==> src/rtl/bmhq_pkg.sv <==
// ----------------------------------------------------------------------------
// bmhq_pkg
// Sizes, codes and shared types of the binary min-heap queue.
// ----------------------------------------------------------------------------
package bmhq_pkg;

  localparam int CAPACITY = 1024;
  localparam int ADDR_W   = $clog2(CAPACITY);
  localparam int CNT_W    = $clog2(CAPACITY + 1);
  localparam int IDX_W    = ADDR_W + 2;
  localparam int KEY_W    = 32;
  localparam int REQ_W    = 2;
  localparam int STAT_W   = 2;
  localparam int OCC_W    = 11;

  typedef logic signed [KEY_W-1:0] key_t;

  localparam key_t KEY_MIN = {1'b1, {(KEY_W-1){1'b0}}};

  typedef enum logic [REQ_W-1:0] {
    REQ_PUSH = 2'd0,
    REQ_POP  = 2'd1,
    REQ_PEEK = 2'd2,
    REQ_NOP  = 2'd3
  } req_type_t;

  typedef enum logic [STAT_W-1:0] {
    ST_OK    = 2'd0,
    ST_EMPTY = 2'd1,
    ST_FULL  = 2'd2
  } status_t;

  typedef enum logic [2:0] {
    S_IDLE,
    S_START,
    S_UP,
    S_TOP,
    S_DOWN,
    S_FIN,
    S_DONE
  } state_t;

  // Key store access for one cycle
  typedef struct packed {
    logic              we;
    logic [ADDR_W-1:0] waddr;
    key_t              wdata;
    logic [ADDR_W-1:0] raddr_a;
    logic [ADDR_W-1:0] raddr_b;
  } mem_req_t;

endpackage

==> src/rtl/bmhq_if.sv <==
// ----------------------------------------------------------------------------
// bmhq_req_if / bmhq_rsp_if
// Valid/ready channels for requests and responses of the heap queue.
// ----------------------------------------------------------------------------
interface bmhq_req_if;
  import bmhq_pkg::*;

  logic             valid;
  logic             ready;
  logic [REQ_W-1:0] req_type;
  key_t             key_in;

  modport source (output valid, output req_type, output key_in, input ready);
  modport sink   (input valid, input req_type, input key_in, output ready);
endinterface

interface bmhq_rsp_if;
  import bmhq_pkg::*;

  logic              valid;
  logic              ready;
  key_t              key_out;
  logic [STAT_W-1:0] status;
  logic [OCC_W-1:0]  occupancy;

  modport source (output valid, output key_out, output status, output occupancy,
                  input ready);
  modport sink   (input valid, input key_out, input status, input occupancy,
                  output ready);
endinterface

==> src/rtl/bmhq_ctrl.sv <==
// ----------------------------------------------------------------------------
// bmhq_ctrl
// Sequencer of the heap: takes a request, walks the sift one level per cycle
// against the key store and registers the response.
// ----------------------------------------------------------------------------
module bmhq_ctrl (
  input  logic              clk,
  input  logic              rst,
  bmhq_req_if.sink          req,
  bmhq_rsp_if.source        rsp,
  output bmhq_pkg::mem_req_t mem,
  input  bmhq_pkg::key_t    rdata_a,
  input  bmhq_pkg::key_t    rdata_b
);
  import bmhq_pkg::*;

  state_t            state, state_next;
  logic [CNT_W-1:0]  cnt, cnt_next;
  logic [ADDR_W-1:0] pos, pos_next;
  key_t              key, key_next;
  req_type_t         op, op_next;
  key_t              kout, kout_next;
  status_t           stat, stat_next;

  logic              rsp_valid;
  key_t              rsp_key;
  status_t           rsp_status;
  logic [OCC_W-1:0]  rsp_occ;

  logic              accept;
  logic              full;
  logic              rsp_free;
  logic [ADDR_W-1:0] par;
  logic              up_less;
  logic [IDX_W-1:0]  left_idx;
  logic [IDX_W-1:0]  right_idx;
  logic              pick_right;
  key_t              child_val;
  logic [ADDR_W-1:0] child_pos;
  logic [IDX_W-1:0]  next_left;
  logic              has_child;
  logic              down_less;
  logic [CNT_W-1:0]  cnt_dec;
  logic              pop_has_child;

  function automatic logic [ADDR_W-1:0] parent_of(input logic [ADDR_W-1:0] p);
    logic [ADDR_W-1:0] pm;
    pm = p - 1'b1;
    return pm >> 1;
  endfunction

  assign accept   = req.valid && req.ready;
  assign req.ready = (state == S_IDLE);
  assign full     = (cnt == CNT_W'(CAPACITY));
  assign rsp_free = !rsp_valid || rsp.ready;
  assign cnt_dec  = cnt - 1'b1;
  assign pop_has_child = (cnt_dec >= CNT_W'(2));

  // Sift-up decision: held key against its parent
  assign par     = parent_of(pos);
  assign up_less = key < rdata_a;

  // Sift-down decision: smaller child, left on a tie
  assign left_idx   = {1'b0, pos, 1'b1};
  assign right_idx  = left_idx + 1'b1;
  assign pick_right = (right_idx < IDX_W'(cnt)) && (rdata_b < rdata_a);
  assign child_val  = pick_right ? rdata_b : rdata_a;
  assign child_pos  = pick_right ? right_idx[ADDR_W-1:0] : left_idx[ADDR_W-1:0];
  assign next_left  = {1'b0, child_pos, 1'b1};
  assign has_child  = next_left < IDX_W'(cnt);
  assign down_less  = child_val < key;

  // Next state
  always_comb begin
    state_next = state;
    unique case (state)
      S_IDLE: begin
        if (accept) state_next = S_START;
      end
      S_START: begin
        unique case (op)
          REQ_PUSH: begin
            if (full || cnt == '0) state_next = S_DONE;
            else                   state_next = S_UP;
          end
          REQ_POP, REQ_PEEK: begin
            if (cnt == '0) state_next = S_DONE;
            else           state_next = S_TOP;
          end
          default: state_next = S_DONE;
        endcase
      end
      S_UP: begin
        if (!up_less)        state_next = S_DONE;
        else if (par == '0)  state_next = S_FIN;
      end
      S_TOP: begin
        if (op == REQ_POP && pop_has_child) state_next = S_DOWN;
        else                                state_next = S_DONE;
      end
      S_DOWN: begin
        if (!down_less)      state_next = S_DONE;
        else if (!has_child) state_next = S_FIN;
      end
      S_FIN:  state_next = S_DONE;
      S_DONE: begin
        if (rsp_free) state_next = S_IDLE;
      end
      default: state_next = S_IDLE;
    endcase
  end

  // Datapath and key store accesses
  always_comb begin
    cnt_next    = cnt;
    pos_next    = pos;
    key_next    = key;
    op_next     = op;
    kout_next   = kout;
    stat_next   = stat;
    mem         = '0;
    unique case (state)
      S_IDLE: begin
        if (accept) begin
          op_next   = req_type_t'(req.req_type);
          key_next  = req.key_in;
          kout_next = '0;
          stat_next = ST_OK;
        end
      end
      S_START: begin
        unique case (op)
          REQ_PUSH: begin
            if (full) begin
              stat_next = ST_FULL;
            end else begin
              cnt_next = cnt + 1'b1;
              pos_next = ADDR_W'(cnt);
              if (cnt == '0) begin
                mem.we    = 1'b1;
                mem.waddr = '0;
                mem.wdata = key;
              end else begin
                mem.raddr_a = parent_of(ADDR_W'(cnt));
              end
            end
          end
          REQ_POP, REQ_PEEK: begin
            if (cnt == '0) begin
              kout_next = KEY_MIN;
              stat_next = ST_EMPTY;
            end else begin
              mem.raddr_a = '0;
              mem.raddr_b = ADDR_W'(cnt_dec);
            end
          end
          default: ;
        endcase
      end
      S_UP: begin
        mem.we = 1'b1;
        if (up_less) begin
          // Move parent down into the hole and climb
          mem.waddr   = pos;
          mem.wdata   = rdata_a;
          pos_next    = par;
          mem.raddr_a = parent_of(par);
        end else begin
          mem.waddr = pos;
          mem.wdata = key;
        end
      end
      S_TOP: begin
        kout_next = rdata_a;
        if (op == REQ_POP) begin
          cnt_next = cnt_dec;
          key_next = rdata_b;
          pos_next = '0;
          if (pop_has_child) begin
            mem.raddr_a = ADDR_W'(1);
            mem.raddr_b = ADDR_W'(2);
          end else begin
            mem.we    = 1'b1;
            mem.waddr = '0;
            mem.wdata = rdata_b;
          end
        end
      end
      S_DOWN: begin
        mem.we = 1'b1;
        if (down_less) begin
          // Move smaller child up into the hole and descend
          mem.waddr   = pos;
          mem.wdata   = child_val;
          pos_next    = child_pos;
          mem.raddr_a = next_left[ADDR_W-1:0];
          mem.raddr_b = ADDR_W'(next_left + 1'b1);
        end else begin
          mem.waddr = pos;
          mem.wdata = key;
        end
      end
      S_FIN: begin
        mem.we    = 1'b1;
        mem.waddr = pos;
        mem.wdata = key;
      end
      S_DONE: ;
      default: ;
    endcase
  end

  // Control registers
  always_ff @(posedge clk) begin
    if (rst) begin
      state     <= S_IDLE;
      cnt       <= '0;
      rsp_valid <= 1'b0;
    end else begin
      state <= state_next;
      cnt   <= cnt_next;
      if (state == S_DONE && rsp_free) begin
        rsp_valid <= 1'b1;
      end else if (rsp.ready) begin
        rsp_valid <= 1'b0;
      end
    end
  end

  // Payload registers
  always_ff @(posedge clk) begin
    pos  <= pos_next;
    key  <= key_next;
    op   <= op_next;
    kout <= kout_next;
    stat <= stat_next;
    if (state == S_DONE && rsp_free) begin
      rsp_key    <= kout;
      rsp_status <= stat;
      rsp_occ    <= OCC_W'(cnt);
    end
  end

  assign rsp.valid     = rsp_valid;
  assign rsp.key_out   = rsp_key;
  assign rsp.status    = rsp_status;
  assign rsp.occupancy = rsp_occ;

endmodule

==> src/flat_wrapper.sv <==
// flat-port wrapper written by rule: the top's interface ports become plain ports
module bmhq_ctrl_flat import bmhq_pkg::*;
  (clk, rst, mem, rdata_a, rdata_b, req_valid, req_req_type, req_key_in, req_ready, rsp_valid, rsp_key_out, rsp_status, rsp_occupancy, rsp_ready);
  bmhq_req_if req_i ();
  bmhq_rsp_if rsp_i ();
  input  logic clk;
  input  logic rst;
  output bmhq_pkg::mem_req_t mem;
  input  bmhq_pkg::key_t rdata_a;
  input  bmhq_pkg::key_t rdata_b;
  input wire logic [$bits(req_i.valid)-1:0] req_valid;
  input wire logic [$bits(req_i.req_type)-1:0] req_req_type;
  input wire logic [$bits(req_i.key_in)-1:0] req_key_in;
  output wire logic [$bits(req_i.ready)-1:0] req_ready;
  output wire logic [$bits(rsp_i.valid)-1:0] rsp_valid;
  output wire logic [$bits(rsp_i.key_out)-1:0] rsp_key_out;
  output wire logic [$bits(rsp_i.status)-1:0] rsp_status;
  output wire logic [$bits(rsp_i.occupancy)-1:0] rsp_occupancy;
  input wire logic [$bits(rsp_i.ready)-1:0] rsp_ready;
  assign req_i.valid = req_valid;
  assign req_i.req_type = req_req_type;
  assign req_i.key_in = req_key_in;
  assign req_ready = req_i.ready;
  assign rsp_valid = rsp_i.valid;
  assign rsp_key_out = rsp_i.key_out;
  assign rsp_status = rsp_i.status;
  assign rsp_occupancy = rsp_i.occupancy;
  assign rsp_i.ready = rsp_ready;
  bmhq_ctrl u_core (.clk(clk), .rst(rst), .req(req_i), .rsp(rsp_i), .mem(mem), .rdata_a(rdata_a), .rdata_b(rdata_b));
endmodule
==> config.mk <==
export PLATFORM = sky130hd
export DESIGN_NAME = bmhq_ctrl_flat
export DESIGN_NICKNAME = d
export VERILOG_FILES = /design/src/rtl/bmhq_pkg.sv /design/src/rtl/bmhq_if.sv /design/src/rtl/bmhq_ctrl.sv /design/src/flat_wrapper.sv
export SDC_FILE = /design/constraint.sdc
export NUM_CORES = 1
export LEC_CHECK = 0
export BUFFER_PORTS_ARGS = -buffer_cell sky130_fd_sc_hd__buf_4
export CELL_PAD_IN_SITES_DETAIL_PLACEMENT = 1
export CELL_PAD_IN_SITES_GLOBAL_PLACEMENT = 1
export CORE_ASPECT_RATIO = 1.4
export CORE_MARGIN = 3
export CORE_UTILIZATION = 30
export CTS_CLUSTER_DIAMETER = 120
export DETAILED_ROUTE_END_ITERATION = 10
export GPL_TIMING_DRIVEN = 0
export PLACE_DENSITY_LB_ADDON = 0.1
export REMOVE_ABC_BUFFERS = 1
export SYNTH_ARGS = -nofsm -noshare
export SYNTH_HDL_FRONTEND = slang
export SYNTH_SLANG_ARGS = --single-unit
==> constraint.sdc <==
create_clock -name clk -period 11.02 [get_ports clk]
set_clock_uncertainty 0.1 [all_clocks]
set_input_delay 2.755 -clock clk [delete_from_list [all_inputs] [get_ports clk]]
set_output_delay 2.755 -clock clk [all_outputs]
set_load 0.1 [all_outputs]
Word-level counts from Yosys, hierarchy flattened
Index checks and enable logic that the tools add are counted.
{"block": "classes", "n_mux": 54, "n_lt_le_gt_ge": 6, "shifts": 0, "n_eq_ne": 23, "n_mul": 0, "n_div": 0, "reduce_logical": 25, "bitwise": 0, "add_sub_neg": 7}
{"operator": "$mux 32", "count": 8}
{"operator": "$pmux 43 s5", "count": 1}
{"operator": "$mux 43", "count": 3}
{"operator": "$lt 32x32->1", "count": 3}
{"operator": "$pmux 32 s3", "count": 1}
{"operator": "$mux 10", "count": 8}
{"operator": "$pmux 10 s4", "count": 2}
{"operator": "$pmux 32 s2", "count": 1}
{"operator": "$mux 63", "count": 1}
{"operator": "$mux 53", "count": 1}
{"operator": "$mux 11", "count": 4}
{"operator": "$pmux 10 s3", "count": 1}
{"operator": "$mux 3", "count": 8}
{"operator": "$pmux 11 s2", "count": 1}
{"operator": "$pmux 3 s7", "count": 1}
{"operator": "$mux 20", "count": 1}
{"operator": "$pmux 10 s2", "count": 1}
{"operator": "$sub 10x1->10 const B", "count": 2}
{"operator": "$mux 9", "count": 2}
{"operator": "$add 11x1->12 const B", "count": 1}
{"operator": "$lt 12x11->1", "count": 1}
{"operator": "$reduce_and 4->1", "count": 3}
{"operator": "$add 11x1->11 const B", "count": 1}
{"operator": "$eq 11x11->1 const B", "count": 1}
{"operator": "33 further kinds", "count": 58}
{"block": "word_totals", "mem_bits_rw": 0, "word_cells": 126, "mem_bits_ro": 0, "input_bits": 102, "reg_bits": 138, "mem_count": 0, "latch_bits": 0, "output_inout_bits": 110}

Depth between registers and ports, before layout
{"block": "logic_depth", "ltp_word": 8, "ltp_mapped": 29}

Least setup slack after synthesis
Ideal clock, no wire load.
{"block": "synth_timing", "path_type": "input to output", "startpoint": "input port rdata_a[31]", "endpoint": "output port mem[51] (netlist name)", "slack_ns": -0.491, "t_required_ns": 8.165, "arrival_time_ns": 8.656, "path_stages": 23, "cell_sequence": "inv_1 ha_1 nand4_2 nor4_2 nand2_1 a31o_1 and3_1 o21a_2 buf_8 buf_2 clkbuf_1 nand2_1 o21ai_0 ha_1 nand4_1 nor2_1 nand3_1 or2_1 a2111o_1 a21oi_1 nor2_1 mux2i_1 o21ai_0"}
{"element": "start: declaration", "line_no": "flat_wrapper.sv:9", "text": "input bmhq_pkg::key_t rdata_a;"}
{"element": "end: declaration", "line_no": "flat_wrapper.sv:8", "text": "output bmhq_pkg::mem_req_t mem;"}

==> results.txt <==
The flow ran to the end, and the final reports show no timing, DRC or antenna violations. After detailed routing, the average wire length per cell comes to ~22 um. The largest net degree at the start of global routing came out at 55.

The post-route fraction of the period consumed by the critical path is ~98%. Leaving out fill and tap cells, the most frequent cells in the layout are sky130_fd_sc_hd__buf_4, sky130_fd_sc_hd__nand2_1, sky130_fd_sc_hd__edfxtp_1. The HPWL after detailed placement is between 30000 and 40000 um. For this block, the via count after detailed routing is 9903. The wire length of the first global-routing pass is slightly above 60000 um. Dividing total power by cell area gives a power density of just under 300 mW/mm^2. The critical path launch point type is an input pin. The worst setup path is of the input pin to output pin kind. The required time of the worst setup path is a little over 8 ns. The number of standard cells after synthesis came out at about 1200. The wire length reported by the detailed router came out at 41300 um.

The effective utilization at floorplan came out at 30.5%. The number of sinks handled by clock tree synthesis came out at 138. The number of hold buffers added after CTS was 0. In the final layout, the share of cells above drive strength 1 is 21.9%. Among all stages on the critical path, the largest delay is contributed by sky130_fd_sc_hd__a2111o_1. The relative slew slack is a little under 6%. On the final layout, the worst hold slack is 0.318 ns. The number of buffers and inverters on the critical path is 5.

The clock period minus final worst setup slack came out at roughly 11 ns. Among cell families on the critical path, the largest total delay comes from simple AND/OR/NAND/NOR gates. The worst hold path belongs to the class flip-flop to flip-flop. Data on the critical path arrives at its endpoint at slightly below 8 ns. The area enclosed by the die boundary came out at ~0.038 mm^2. The leakage dissipation is between 5 and 6 nW.

Once layout is done, the placed cells without fillers occupy 0.0137 mm^2. The number of max-capacitance violations reported is 0. The number of global-route vias before repair came out at 10708. The worst IR drop on VDD is roughly 0.00023 V. The instance area at placement came out at between 0.01 and 0.015 mm^2. After synthesis the netlist holds a flip-flop and latch count of about 140. The highest achievable clock rate is between 90 and 100 MHz. The fill cell total of the finished layout came out at about 4200. For this run, the number of Yosys warnings is 0. The count of TritonRoute iterations in the first routing pass is 4. The worst setup path is captured at an output pin. Relative to the synthesized area, the layout overhead comes to 28.2%.

The worst-path maximum fanout came out at 40. The clock latency at the later pin of the worst-skew pair came out at 0.45 ns. At the pin with the least slew margin, the transition time is about 1.4 ns. The share of the Yosys chip area taken by registers is 37.3%. The highest metal layer used by the detailed router is met4. The share of flip-flops with an asynchronous set or reset came out at 0%. Buffers placed on the I/O ports in this run total roughly 210. The residual antenna-violating net count after detailed routing came out at 0. The area of the mapped netlist came out at about 0.011 mm^2. The chip width came out at 166 um. A synthesized cell averages 8.96 um^2.

The number of top-level design ports came out at roughly 210. The placeable core region is ~0.035 mm^2. In the detailed route, the total length drawn on met3 is approximately 1600 um. The met2 layer wire length in the routed design came out at 21800 um. The biggest cell delay along the critical path came out at a little over 0.4 ns. The leading cell type in the layout, fill and taps excluded is sky130_fd_sc_hd__buf_4. Using the TritonRoute via totals, the vias-per-cell ratio works out to between 5 and 6. The final-report max-slew violation count is 0. For this block, the initial DRC count from the detailed router was 452. In this run the clock root is driven by a sky130_fd_sc_hd__clkbuf_16. In the routed design, unresolved DRC markers number 0.

The die span in y came out at approximately 230 um. The number of antenna violations at the first check in global routing is 0. For this run, the total global-route usage over all layers was measured as between 20% and 30%. The number of placement rows is 81. The design draws 4.00 mW. The net count of the finished layout is 1612. The H-tree generated during clock tree synthesis spans 4 levels.

The netlist uses between 70 and 80 different library cells. The weighted congestion reported at the end of routability-driven placement came out at 0.890. After clock tree synthesis, the clock-pin slew on the worst setup and hold paths is ~0.06 ns. The synthesized design contains roughly 120 enable-type register cells. The maximum buffer depth of the clock tree is 2. TritonCTS built the clock tree. Clock tree synthesis inserted a total of 17 buffers.

Among all flip-flop cells after synthesis, the most frequent one is sky130_fd_sc_hd__edfxtp_1. The overflow left after global routing came out at 0. The number of hold violations in the final report is 0. The number of diodes added for antenna fixing is 0. Setup violations remaining at the end of the flow were counted as 0. The routed metal-1 wire length is about 17000 um.
## cell type report
cell class / instances / area, um^2 / share of cell area [%]
Clock buffer: 25 / 528 / 3.85
Timing Repair Buffer: 232 / 1910 / 13.9
Tap cell: 456 / 571 / 4.16
Clock inverter: 6 / 36.3 / 0.265
Multi-Input combinational cell: 904 / 6310 / 46.0
Sequential cell: 138 / 3990 / 29.1
Inverter: 95 / 360 / 2.63
## path summary, 6_finish.rpt
path,start,end,slack [ns],depth (start not counted)
max,rdata_a[31],mem[24],0.22,25
min,u_core.kout[9],u_core.rsp.key_out[9],0.32,0
max reg2reg,u_core.pos[2],u_core.pos[0],4.40,22
min reg2reg,u_core.kout[9],u_core.rsp.key_out[9],0.32,0
## stage by stage
step | instances | setup TNS, ns | util (%) | setup WS [ns]
after floorplan | 1134 | -16.03 | - | -0.795
final | 1856 | 0 | 39.1 | 0.222
after CTS | 1850 | 0 | 38.6 | 0.00386
after global placement | 1801 | -89.47 | 35.9 | -2.23
after global routing | 1856 | -0.000109 | 39.1 | -0.000109
after detailed placement | 1808 | -65.91 | 36.4 | -1.77
## what timing repair did
action | 4_1_cts | 5_1_grt
setup endpoints to repair | 51 | 48
buffers inserted | 8 | 6
pin swaps | 8 | 6
gates resized for setup | 17 | 28
gates cloned | 3 | 0
## routing by layer
metal,up-vias,GRT usage [%]
met1,4895,24.7
met4,0,8.48
li1,4702,-
met3,67,3.35
met5,-,0
met2,239,40.3
## report_power, final
group	internal (mW)	switching, mW
combinational	0.719	1.85
sequential	0.742	0.124
clock	0.330	0.234
## kinds of logic after synthesis
| family | Yosys count | share of synthesized area (%) |
|---|---|---|
| flip-flops | 138 | 37.3 |
| buffers and inverters | 154 | 5.79 |
| AO/OA/AOI/OAI | 293 | 19.0 |
| multiplexers | 8 | 0.913 |
| adder cells (fa/ha/maj) | 122 | 14.3 |
| XOR/XNOR | 50 | 4.34 |
| AND/OR/NAND/NOR | 428 | 18.3 |
## worst reg2reg max path: stages (launching register included)
cell	delay, ns
sky130_fd_sc_hd__edfxtp_1	0.67
sky130_fd_sc_hd__and3_1	0.36
sky130_fd_sc_hd__and3_1	0.28
sky130_fd_sc_hd__and3_1	0.24
sky130_fd_sc_hd__nand3_1	0.11
sky130_fd_sc_hd__xnor2_1	0.16
sky130_fd_sc_hd__ha_1	0.30
sky130_fd_sc_hd__nor2b_1	0.14
sky130_fd_sc_hd__a311oi_1	0.35
sky130_fd_sc_hd__and2_1	0.31
sky130_fd_sc_hd__o21a_4	0.22
sky130_fd_sc_hd__buf_12	0.20
sky130_fd_sc_hd__o21ai_0	0.13
sky130_fd_sc_hd__ha_1	0.31
sky130_fd_sc_hd__nand4_1	0.14
sky130_fd_sc_hd__nor2_2	0.16
sky130_fd_sc_hd__nand3_1	0.13
sky130_fd_sc_hd__or2_4	0.30
sky130_fd_sc_hd__o211ai_4	0.29
sky130_fd_sc_hd__mux2i_1	0.12
sky130_fd_sc_hd__nor2_1	0.40
sky130_fd_sc_hd__o211a_1	0.28
sky130_fd_sc_hd__and2_1	0.55
## state kept, by name, indices dropped and copies added (netlist names)
| name | cells |
|---|---|
| u_core.state | 3 |
| u_core.kout | 32 |
| u_core.cnt | 11 |
| u_core.rsp.valid | 1 |
| u_core.rsp.key_out | 32 |
| u_core.op | 2 |
| u_core.stat | 2 |
| u_core.pos | 10 |
| u_core.rsp.status | 2 |
| u_core.rsp.occupancy | 11 |
| u_core.key | 32 |
## Yosys cell counts (20+ instances only)
cell type | number | area (um^2)
sky130_fd_sc_hd__nand4_1 | 20 | 125
sky130_fd_sc_hd__ha_1 | 122 | 1530
sky130_fd_sc_hd__o21ai_0 | 65 | 325
sky130_fd_sc_hd__nand2_1 | 202 | 758
sky130_fd_sc_hd__inv_1 | 95 | 357
sky130_fd_sc_hd__clkbuf_1 | 43 | 161
sky130_fd_sc_hd__a21o_1 | 25 | 188
sky130_fd_sc_hd__edfxtp_1 | 123 | 3690
sky130_fd_sc_hd__a21boi_0 | 28 | 210
sky130_fd_sc_hd__nor2_1 | 90 | 338
sky130_fd_sc_hd__a221o_1 | 32 | 320
sky130_fd_sc_hd__a21oi_1 | 52 | 260
sky130_fd_sc_hd__xnor2_1 | 38 | 333
sky130_fd_sc_hd__nand3_1 | 21 | 105
No activity file was read; power rests on OpenSTA's default activity.
